`src/mbp_pkg.sv`:
```
// Shared types and constants for the MSB-first bit packer.
// No dependencies; imported by every module of the block.
`default_nettype none
package mbp_pkg;

  // Stream length limit and derived widths
  localparam int MAX_BYTES  = 4096;
  localparam int CNT_W      = $clog2(MAX_BYTES + 1);
  localparam int POS_W      = 12;
  localparam int VAL_W      = 32;
  localparam int CNT_IN_W   = 6;
  localparam int ACC_W      = VAL_W + 8;
  localparam int GRP_BYTES  = 4;
  localparam int NB_W       = 3;
  localparam int QDEPTH     = 4;
  localparam int QPTR_W     = $clog2(QDEPTH);
  localparam int QCNT_W     = $clog2(QDEPTH + 1);

  // Operation codes
  localparam logic OP_PACK   = 1'b0;
  localparam logic OP_FINISH = 1'b1;

  // One classified item: the bytes it completes, first emitted in slot 0
  typedef struct packed {
    logic [GRP_BYTES-1:0][7:0] bytes;
    logic [NB_W-1:0]           nbytes;
    logic                      finish;
  } grp_t;

endpackage
`default_nettype wire

```
`src/mbp_front.sv`:
```
// Front end: accepts items, merges fields into the pending partial byte
// and forms byte groups. Depends on mbp_pkg.
`default_nettype none
module mbp_front
  import mbp_pkg::*;
(
  input  wire logic                clk,
  input  wire logic                rst_n,
  input  wire logic                push,
  output logic                     full,
  input  wire logic                in_operation,
  input  wire logic [VAL_W-1:0]    in_field_value,
  input  wire logic [CNT_IN_W-1:0] in_bit_count,
  output logic                     q_push,
  output grp_t                     q_entry,
  input  wire logic                q_full
);

  logic [6:0]          pend_bits_r, pend_bits_nxt;
  logic [2:0]          pend_cnt_r, pend_cnt_nxt;
  logic                accept;
  logic [CNT_IN_W-1:0] n_sat;
  logic [VAL_W:0]      mask_w;
  logic [VAL_W-1:0]    val_m;
  logic [ACC_W-1:0]    acc, aligned;
  logic [CNT_IN_W-1:0] total;
  logic [7:0]          fin_byte;
  grp_t                pack_grp, fin_grp;

  assign full   = q_full;
  assign accept = push && !q_full;

  // Saturate the count and drop bits above it
  assign n_sat  = (in_bit_count > CNT_IN_W'(VAL_W)) ? CNT_IN_W'(VAL_W) : in_bit_count;
  assign mask_w = ~({(VAL_W+1){1'b1}} << n_sat);
  assign val_m  = in_field_value & mask_w[VAL_W-1:0];

  // Append to pending bits and left-align the complete bytes
  assign acc     = ({{(ACC_W-7){1'b0}}, pend_bits_r} << n_sat) | {8'b0, val_m};
  assign total   = {3'b0, pend_cnt_r} + n_sat;
  assign aligned = acc << (CNT_IN_W'(ACC_W) - total);

  always_comb begin
    for (int k = 0; k < GRP_BYTES; k++) begin
      pack_grp.bytes[k] = aligned[ACC_W-1-8*k -: 8];
    end
    pack_grp.nbytes = total[5:3];
    pack_grp.finish = 1'b0;
  end

  // Flush the partial byte padded with zeros
  assign fin_byte = 8'({1'b0, pend_bits_r} << (4'd8 - {1'b0, pend_cnt_r}));

  always_comb begin
    fin_grp.bytes    = '0;
    fin_grp.bytes[0] = fin_byte;
    fin_grp.nbytes   = (pend_cnt_r != 3'd0) ? NB_W'(1) : NB_W'(0);
    fin_grp.finish   = 1'b1;
  end

  // Select the group and next pending state; a pack that completes no byte
  // only updates the pending bits
  always_comb begin
    q_entry       = pack_grp;
    q_push        = 1'b0;
    pend_bits_nxt = pend_bits_r;
    pend_cnt_nxt  = pend_cnt_r;
    if (accept) begin
      unique case (in_operation)
        OP_FINISH: begin
          q_entry       = fin_grp;
          q_push        = 1'b1;
          pend_bits_nxt = '0;
          pend_cnt_nxt  = '0;
        end
        OP_PACK: begin
          q_push        = (pack_grp.nbytes != '0);
          pend_cnt_nxt  = total[2:0];
          pend_bits_nxt = acc[6:0] & ~(7'h7F << total[2:0]);
        end
        default: begin
          q_push = 1'b0;
        end
      endcase
    end
  end

  // Hold pending bits
  always_ff @(posedge clk) begin
    if (!rst_n) begin
      pend_bits_r <= '0;
      pend_cnt_r  <= '0;
    end else begin
      pend_bits_r <= pend_bits_nxt;
      pend_cnt_r  <= pend_cnt_nxt;
    end
  end

endmodule
`default_nettype wire

```
`src/mbp_queue.sv`:
```
// Short queue of byte groups between front and back end.
// Depends on mbp_pkg.
`default_nettype none
module mbp_queue
  import mbp_pkg::*;
(
  input  wire logic clk,
  input  wire logic rst_n,
  input  wire logic wr_en,
  input  grp_t      wr_data,
  output logic      full,
  input  wire logic rd_en,
  output grp_t      rd_data,
  output logic      empty
);

  grp_t              mem [QDEPTH];
  logic [QPTR_W-1:0] wr_ptr_r, wr_ptr_nxt;
  logic [QPTR_W-1:0] rd_ptr_r, rd_ptr_nxt;
  logic [QCNT_W-1:0] cnt_r, cnt_nxt;
  logic              do_wr, do_rd;

  assign full    = (cnt_r == QCNT_W'(QDEPTH));
  assign empty   = (cnt_r == '0);
  assign do_wr   = wr_en && !full;
  assign do_rd   = rd_en && !empty;
  assign rd_data = mem[rd_ptr_r];

  // Advance pointers and fill count
  always_comb begin
    wr_ptr_nxt = do_wr ? wr_ptr_r + 1'b1 : wr_ptr_r;
    rd_ptr_nxt = do_rd ? rd_ptr_r + 1'b1 : rd_ptr_r;
    cnt_nxt    = cnt_r + QCNT_W'(do_wr) - QCNT_W'(do_rd);
  end

  always_ff @(posedge clk) begin
    if (!rst_n) begin
      wr_ptr_r <= '0;
      rd_ptr_r <= '0;
      cnt_r    <= '0;
    end else begin
      wr_ptr_r <= wr_ptr_nxt;
      rd_ptr_r <= rd_ptr_nxt;
      cnt_r    <= cnt_nxt;
    end
  end

  // Store entries
  always_ff @(posedge clk) begin
    if (do_wr) begin
      mem[wr_ptr_r] <= wr_data;
    end
  end

endmodule
`default_nettype wire

```
`src/mbp_back.sv`:
```
// Back end: walks each byte group, tracks stream position and overflow,
// and drives the registered result stage. Depends on mbp_pkg.
`default_nettype none
module mbp_back
  import mbp_pkg::*;
(
  input  wire logic        clk,
  input  wire logic        rst_n,
  input  grp_t             q_head,
  input  wire logic        q_empty,
  output logic             q_pop,
  output logic             empty,
  input  wire logic        pop,
  output logic [7:0]       out_byte,
  output logic [POS_W-1:0] out_byte_position,
  output logic             out_last_in_run,
  output logic             out_overflow
);

  logic [1:0]       idx_r, idx_nxt;
  logic [CNT_W-1:0] pos_r, pos_nxt;
  logic             ovalid_r, ovalid_nxt;
  logic [7:0]       obyte_r, obyte_nxt;
  logic [POS_W-1:0] opos_r, opos_nxt;
  logic             olast_r, olast_nxt;
  logic             oovf_r, oovf_nxt;
  logic             slot_free, bare_finish, emit, last, ovf;

  assign slot_free   = !ovalid_r || pop;
  assign bare_finish = !q_empty && (q_head.nbytes == '0);
  assign emit        = !q_empty && (q_head.nbytes != '0) && slot_free;
  assign last        = ({1'b0, idx_r} == q_head.nbytes - NB_W'(1));
  assign ovf         = (pos_r >= CNT_W'(MAX_BYTES));
  assign q_pop       = bare_finish || (emit && last);

  // Emit one byte per cycle from the head group while the result slot is free
  always_comb begin
    idx_nxt    = idx_r;
    pos_nxt    = pos_r;
    ovalid_nxt = ovalid_r && !pop;
    obyte_nxt  = obyte_r;
    opos_nxt   = opos_r;
    olast_nxt  = olast_r;
    oovf_nxt   = oovf_r;
    if (bare_finish) begin
      pos_nxt = '0;
    end else if (emit) begin
      ovalid_nxt = 1'b1;
      obyte_nxt  = ovf ? 8'd0 : q_head.bytes[idx_r];
      opos_nxt   = ovf ? '0 : POS_W'(pos_r);
      olast_nxt  = last;
      oovf_nxt   = ovf;
      idx_nxt    = last ? 2'd0 : idx_r + 2'd1;
      if (last && q_head.finish) begin
        pos_nxt = '0;
      end else if (!ovf) begin
        pos_nxt = pos_r + 1'b1;
      end
    end
  end

  always_ff @(posedge clk) begin
    if (!rst_n) begin
      idx_r    <= '0;
      pos_r    <= '0;
      ovalid_r <= 1'b0;
    end else begin
      idx_r    <= idx_nxt;
      pos_r    <= pos_nxt;
      ovalid_r <= ovalid_nxt;
    end
  end

  // Hold result payload
  always_ff @(posedge clk) begin
    obyte_r <= obyte_nxt;
    opos_r  <= opos_nxt;
    olast_r <= olast_nxt;
    oovf_r  <= oovf_nxt;
  end

  assign empty             = !ovalid_r;
  assign out_byte          = obyte_r;
  assign out_byte_position = opos_r;
  assign out_last_in_run   = olast_r;
  assign out_overflow      = oovf_r;

endmodule
`default_nettype wire

```
`src/msb_first_bit_packer.sv`:
```
// Top level of the MSB-first bit packer: front end, group queue, back end.
// Depends on mbp_pkg, mbp_front, mbp_queue and mbp_back.
//
//  Channel | Handshake            | Payload
//  --------+----------------------+----------------------------------------------
//  input   | push / full          | in_operation, in_field_value, in_bit_count
//  result  | pop / empty          | out_byte, out_byte_position, out_last_in_run,
//          |                      | out_overflow
//
// An item is taken in every cycle while the four-entry group queue has room.
// The back end emits one byte per cycle while its result stage is free or popped,
// walking each item's bytes (up to 4); that byte walk sets the sustained rate.
// Accepted items pass through the group queue, then the registered result stage.
// Reset is synchronous, active low; it empties the queue and result stage.
// A stalled pop holds the result stage and fills the queue, then full rises.
`default_nettype none
module msb_first_bit_packer
  import mbp_pkg::*;
(
  input  wire logic                clk,
  input  wire logic                rst_n,
  input  wire logic                push,
  output logic                     full,
  input  wire logic                in_operation,
  input  wire logic [VAL_W-1:0]    in_field_value,
  input  wire logic [CNT_IN_W-1:0] in_bit_count,
  output logic                     empty,
  input  wire logic                pop,
  output logic [7:0]               out_byte,
  output logic [POS_W-1:0]         out_byte_position,
  output logic                     out_last_in_run,
  output logic                     out_overflow
);

  grp_t q_wr_data, q_rd_data;
  logic q_wr, q_full, q_rd, q_empty;

  mbp_front u_front (
    .clk            (clk),
    .rst_n          (rst_n),
    .push           (push),
    .full           (full),
    .in_operation   (in_operation),
    .in_field_value (in_field_value),
    .in_bit_count   (in_bit_count),
    .q_push         (q_wr),
    .q_entry        (q_wr_data),
    .q_full         (q_full)
  );

  mbp_queue u_queue (
    .clk     (clk),
    .rst_n   (rst_n),
    .wr_en   (q_wr),
    .wr_data (q_wr_data),
    .full    (q_full),
    .rd_en   (q_rd),
    .rd_data (q_rd_data),
    .empty   (q_empty)
  );

  mbp_back u_back (
    .clk               (clk),
    .rst_n             (rst_n),
    .q_head            (q_rd_data),
    .q_empty           (q_empty),
    .q_pop             (q_rd),
    .empty             (empty),
    .pop               (pop),
    .out_byte          (out_byte),
    .out_byte_position (out_byte_position),
    .out_last_in_run   (out_last_in_run),
    .out_overflow      (out_overflow)
  );

endmodule
`default_nettype wire

```
`config.mk`:
```
export PLATFORM = sky130hd
export DESIGN_NAME = msb_first_bit_packer
export DESIGN_NICKNAME = d
export VERILOG_FILES = /design/src/mbp_pkg.sv /design/src/mbp_front.sv /design/src/mbp_queue.sv /design/src/mbp_back.sv /design/src/msb_first_bit_packer.sv
export SDC_FILE = /design/constraint.sdc
export NUM_CORES = 1
export LEC_CHECK = 0
export BUFFER_PORTS_ARGS = -buffer_cell sky130_fd_sc_hd__buf_4
export CAP_MARGIN = 20
export CORE_MARGIN = 4
export CORE_UTILIZATION = 56
export CTS_CLUSTER_SIZE = 30
export DETAILED_ROUTE_END_ITERATION = 16
export PLACE_DENSITY_LB_ADDON = 0.2
export SLEW_MARGIN = 0
export SYNTH_ARGS = -nofsm -noshare
export SYNTH_HDL_FRONTEND = slang
export SYNTH_SLANG_ARGS = --single-unit
```
`constraint.sdc`:
```
create_clock -name clk -period 5.3 [get_ports clk]
set_input_delay 1.06 -clock clk [delete_from_list [all_inputs] [get_ports clk]]
set_output_delay 1.06 -clock clk [all_outputs]
set_load 0.005 [all_outputs]
```
## Word-level counts from Yosys, hierarchy flattened

Memory sizes are Yosys's and may differ from the RTL's. A register that Yosys moved wholly into a read port is not among the register bits.
Cells that the tools add are included.

- $add $sub $neg: 10
- Magnitude comparators: 3
- Equal/unequal tests: 3
- Shift-type cells: 5
- Multiplexer cells: 19
- Bitwise gates (word level): 8
- Reduce and logical (&&, ||, !) cells: 23

Operator list:

| kind | count |
|---|---|
| two-way mux 36 bit | 2 |
| OR 40 x 32 -> 40 bit | 1 |
| left shift 40 x 6 -> 40 bit | 1 |
| left shift 7 x 6 -> 40 bit | 1 |
| left shift 33 x 6 -> 32 bit, first input constant | 1 |
| bitwise AND 32 bit | 1 |
| NOT 32 bit | 1 |
| two-way mux 13 bit | 2 |
| binary-select mux 8 bit (select 2 bit) | 1 |
| case mux 7 bit (2 select lines) | 1 |
| adder 13 x 1 -> 13 bit, second input constant | 1 |
| >= comparator 13 bit, second input constant | 1 |
| logical AND 1 bit | 9 |
| nonzero test 3 bit | 3 |
| two-way mux 8 bit | 1 |
| left shift 7 x 4 -> 8 bit | 1 |
| bitwise AND 7 bit | 1 |
| NOT 7 bit | 1 |
| left shift 7 x 3 -> 7 bit, first input constant | 1 |
| adder 2 x 1 -> 2 bit, second input constant | 3 |
| adder 3 x 6 -> 6 bit | 1 |
| > comparator 6 bit, second input constant | 1 |
| zero test 3 bit | 2 |
| two-way mux 1 bit | 6 |
| other kinds (18) | 27 |

- Bits in registers: 55
- Memory bits (writable): 144
- Input port bits: 43
- Output and inout port bits: 24
- Logic and storage cells: 84
- Memories kept: 1

Memory list:

| memory | words | bits a word | rd ports | clocked after Yosys merged registers in | wr ports | line | source |
|---|---|---|---|---|---|---|---|
| u_queue.mem | 4 | 36 | 1 | 1 | 1 | mbp_queue.sv:17 | `grp_t mem [QDEPTH];` |

## Depth between registers and ports, before layout

- Depth after elaboration: 9
- Gate-level depth with buffers: 18
- Depth with buffers taken out: 15

## By module

A second synthesis with hierarchy kept.

- Cells, all modules: 1,207
- Area total of the unflattened synthesis: 12,957.4 um^2

By module, submodules not included:

| module | instances | cells an instance | area an instance (um^2) | seq. area each (um^2) |
|---|---|---|---|---|
| mbp_queue | 1 | 239 | 5,734.2 | 4,504.3 |
| mbp_front | 1 | 802 | 5,332.6 | 200.2 |
| mbp_back | 1 | 166 | 1,890.6 | 980.9 |

## Least setup slack after synthesis

OpenSTA, ideal clock, no wires.

- Path kind: input-to-reg
- From: in in_bit_count[5]
- To: mem u_queue.mem[0][19] (netlist name) (data pin)
- Library setup time: 0.230 ns
- Data arrival time: 4.479 ns
- Data required time: 5.070 ns
- Path slack: 0.591 ns
- Stages: 16
- Buffers on the path: 4
- Cell sequence: buf_6 nor2b_1 xnor2_1 ha_1 a32oi_1 a21oi_1 nor2_1 inv_1 ha_1 clkbuf_1 inv_1 clkbuf_1 clkbuf_1 mux2i_1 mux2i_1 a221oi_1

RTL lines:

| what | line | source |
|---|---|---|
| start: declaration | msb_first_bit_packer.sv:26 | `input wire logic [CNT_IN_W-1:0] in_bit_count,` |
| end: declaration | mbp_queue.sv:17 |  |

==> results.txt <==
drt drc = 0
maximum vdd ir drop = 0.299 mV
core box area = 22,700 um2
ys async rst share = 0
DR WL/cell = 25.5 um
Synth Cell Area = 13,000 um2
Distinct cells, synth = 120
via count = 10.3k
initial antenna violation count = 1
First-pass DRT Iterations = 5
delay-heaviest family, CP = compound AO/OA/AOI/OAI gates
f_max = 0.224 GHz
WP buf/inv = 3
Worst-Skew Late Latency = 510 ps
hold-fix buffers at CTS = 0
Min-Delay Path Class = flip-flop to flip-flop
die footprint = 25,600 um2
vias per inst = 6.72
CTS Buf Count = 22
# rows = 55
Max FO, Critical Path = 45
FF+latch count, synth = 201
placed insts = 1,491
Seq pwr share = 0.385
Die Y = 160 um
Critical Path RT = 5500 ps
clock skew = 33.2 ps
met1 Use GR = 0.428
commonest cells after routing, fill and taps aside = edfxtp_1, nor2_1, nand2_1
synthesized instance count = 1,199
Initial Util = 0.571
Worst Setup End Kind = flip-flop
Final nets = 1,292
Tightest Pin Transition = 980 ps
Cell Chain, Critical Path = buf_4 > nand2b_1 > nor2_1 > ha_1 > a32oi_1 > a21oi_1 > nor2_1 > inv_1 > ha_1 > buf_4 > nor2_1 > a2111oi_0 > a2111o_1 > a21oi_1
H-tree depth = 1
Post-synth EDFFs = 166
number of routed nets with antenna violations = 0
sw frac = 0.338
Fillers = 1,823
synthesis-to-layout area growth = 10.6%
Final period util = 0.841
most common cell after layout, fill and taps aside = edfxtp_1
routing usage on met2 = 0.478
critical path's most frequent cell = nor2_1
Port-buffer cells = 66
routability cong. = 1.01
Slew Limit Headroom = 0.346
static leakage = 5.03 nW
maxcap violations = 0
CTS clk-pin slew, worst paths = 60 ps
CTS tree = done
min Tclk post-route = 4460 ps
Pint = 0.00381 W
flop-to-flop setup slack = 1180 ps
Clk pwr share = 0.244
type of origin of the critical path = input port
worst hold slack = 508 ps
CTS root buf = clkbuf_16
gr ovfl total = 0
Synth area leaders = edfxtp_1, mux4_2, dfxtp_1
max-slew violation count = 0
Clock Path Buffers = 3
Finished Layout Cells = 1,533
Synth Net Count = 1,260
largest net degree at the start of global routing = 50
post_cts resized = 0
share of cells above drive strength 1 = 0.211
Yosys warning count = 0
Die X = 160 um
outcome = complete, no violations
first-pass GRT wire length = 60,700 um
synthesized area per cell = 10.8 um2
Main synth FF type = edfxtp_1
kind of critical path = input port to flip-flop
setup bufs post-CTS = 0
CTS sink count = 201
Seq/Total Area, Yosys = 0.439
Critical Path Slowest Stage Cell = a2111oi_0
Top Usage Layer GRT = met2
final hold vios = 0
# setup viols final = 0
area leader, netlist = edfxtp_1
Logic pwr share = 0.371
Routed WL = 39,100 um
RSZ-0062 raised after global routing = no
vias in the first global route = 10.0k
GRT Overall Usage = 0.302
delay of the slowest cell on the worst path = 560 ps
pwr dens = 402 nW/um2
global routing usage on met3 = 0.0387
P_sw = 0.00195 W
dpl hpwl = 28,800 um
Starting DRT DRC Count = 1,225
TNS Setup = 0 ps
# IOs = 67
share of the synthesized area in the top cell type = 0.385
Arrival @ worst endpoint = 4660 ps
synthesized netlist by cell type, types with 9 or more instances:
cell and n:
a22oi_1 9, nor3_1 30, buf_2 29, mux4_2 53, clkbuf_1 45, mux2_2 12
a21oi_1 63, inv_1 34, o211ai_1 11, o21ai_0 58, nor2_1 102, buf_6 9
mux2i_1 33, a211oi_1 14, a31oi_1 10, nand2b_1 15, o22ai_1 15, ha_1 17
nor2b_1 34, nand2_1 101, edfxtp_1 166, xnor2_1 9, and2_1 13, nand3_1 19
dfxtp_1 35
cell type report:
class / instances / area (um2) / share of cell area
multi-input cells: 864 / 6640 / 0.463
flip-flops and latches: 201 / 5690 / 0.397
repair buffers: 104 / 826 / 0.0576
clock buffers: 28 / 573 / 0.0400
well taps: 285 / 357 / 0.0249
inverters: 38 / 143 / 0.00995
clock inverters: 12 / 103 / 0.00716
diodes: 1 / 2.50 / 0.000175
cells by family after synthesis:
logic type	share of synthesized area
AOI/OAI and AO/OA	0.186
xor gates and xnor gates	0.0174
adders and majority gates	0.0187
buffers and inverters	0.0492
DFF	0.439
muxes	0.131
and+or+nand+nor	0.159
metrics by stage:
step / area, um2 / power, W / setup WS (ps) / util
floorplan: 13000 / 0.00364 / 591 / -
CTS: 14300 / 0.00575 / 951 / 0.630
detailed placement: 13600 / 0.00433 / 478 / 0.601
global placement: 13600 / 0.00429 / 510 / 0.601
finish: 14300 / 0.00576 / 844 / 0.631
global route: 14300 / 0.00605 / 589 / 0.631
registers in the layout (all words and copies together), names as in the netlist, 3 cells and up, named ones only:
| register | flops |
|---|---|
| u_front.pend_bits_r | 7 |
| u_back.pos_r | 13 |
| u_back.out_byte_position | 12 |
| u_front.pend_cnt_r | 3 |
| u_back.out_byte | 8 |
| u_queue.cnt_r | 3 |
| u_queue.mem | 144 |
layer usage:
metal | routed length [um] | up-vias
li1 | - | 4682
met1 | 16800 | 5014
met2 | 17900 | 487
met3 | 2550 | 117
met4 | 1840 | 0
met5 | 0 | -
worst reg2reg max path: stages, from the launching register on:
cell and delay, ps:
dfxtp_1 700, inv_2 270, nor2_1 170, ha_1 350
ha_1 410, clkinv_1 230, buf_4 270, nor2_1 260
a221oi_2 170, a21oi_1 230, a22oi_2 110, a2111o_1 450
a21oi_1 290
power by group through the flow:
stage | sequential, W | clock, W | combinational (W)
finish | 0.00222 | 0.00141 | 0.00214
CTS | 0.00222 | 0.00143 | 0.00210
global route | 0.00224 | 0.00151 | 0.00229
detailed placement | 0.00225 | 0 | 0.00208
global placement | 0.00223 | 0 | 0.00206
floorplan | 0.00216 | 0 | 0.00148
final timing paths:
kind | depth (start not counted) | startpoint | end
worst max-delay path | 14 | in_bit_count[5] | u_queue.mem[3][9]
worst min-delay path | 2 | u_back.pos_r[10] | u_back.pos_r[10]
worst max register to register | 12 | u_front.pend_cnt_r[0] | u_queue.mem[3][9]
worst min register to register | 2 | u_back.pos_r[10] | u_back.pos_r[10]
No activity file was read; power rests on OpenSTA's default activity.
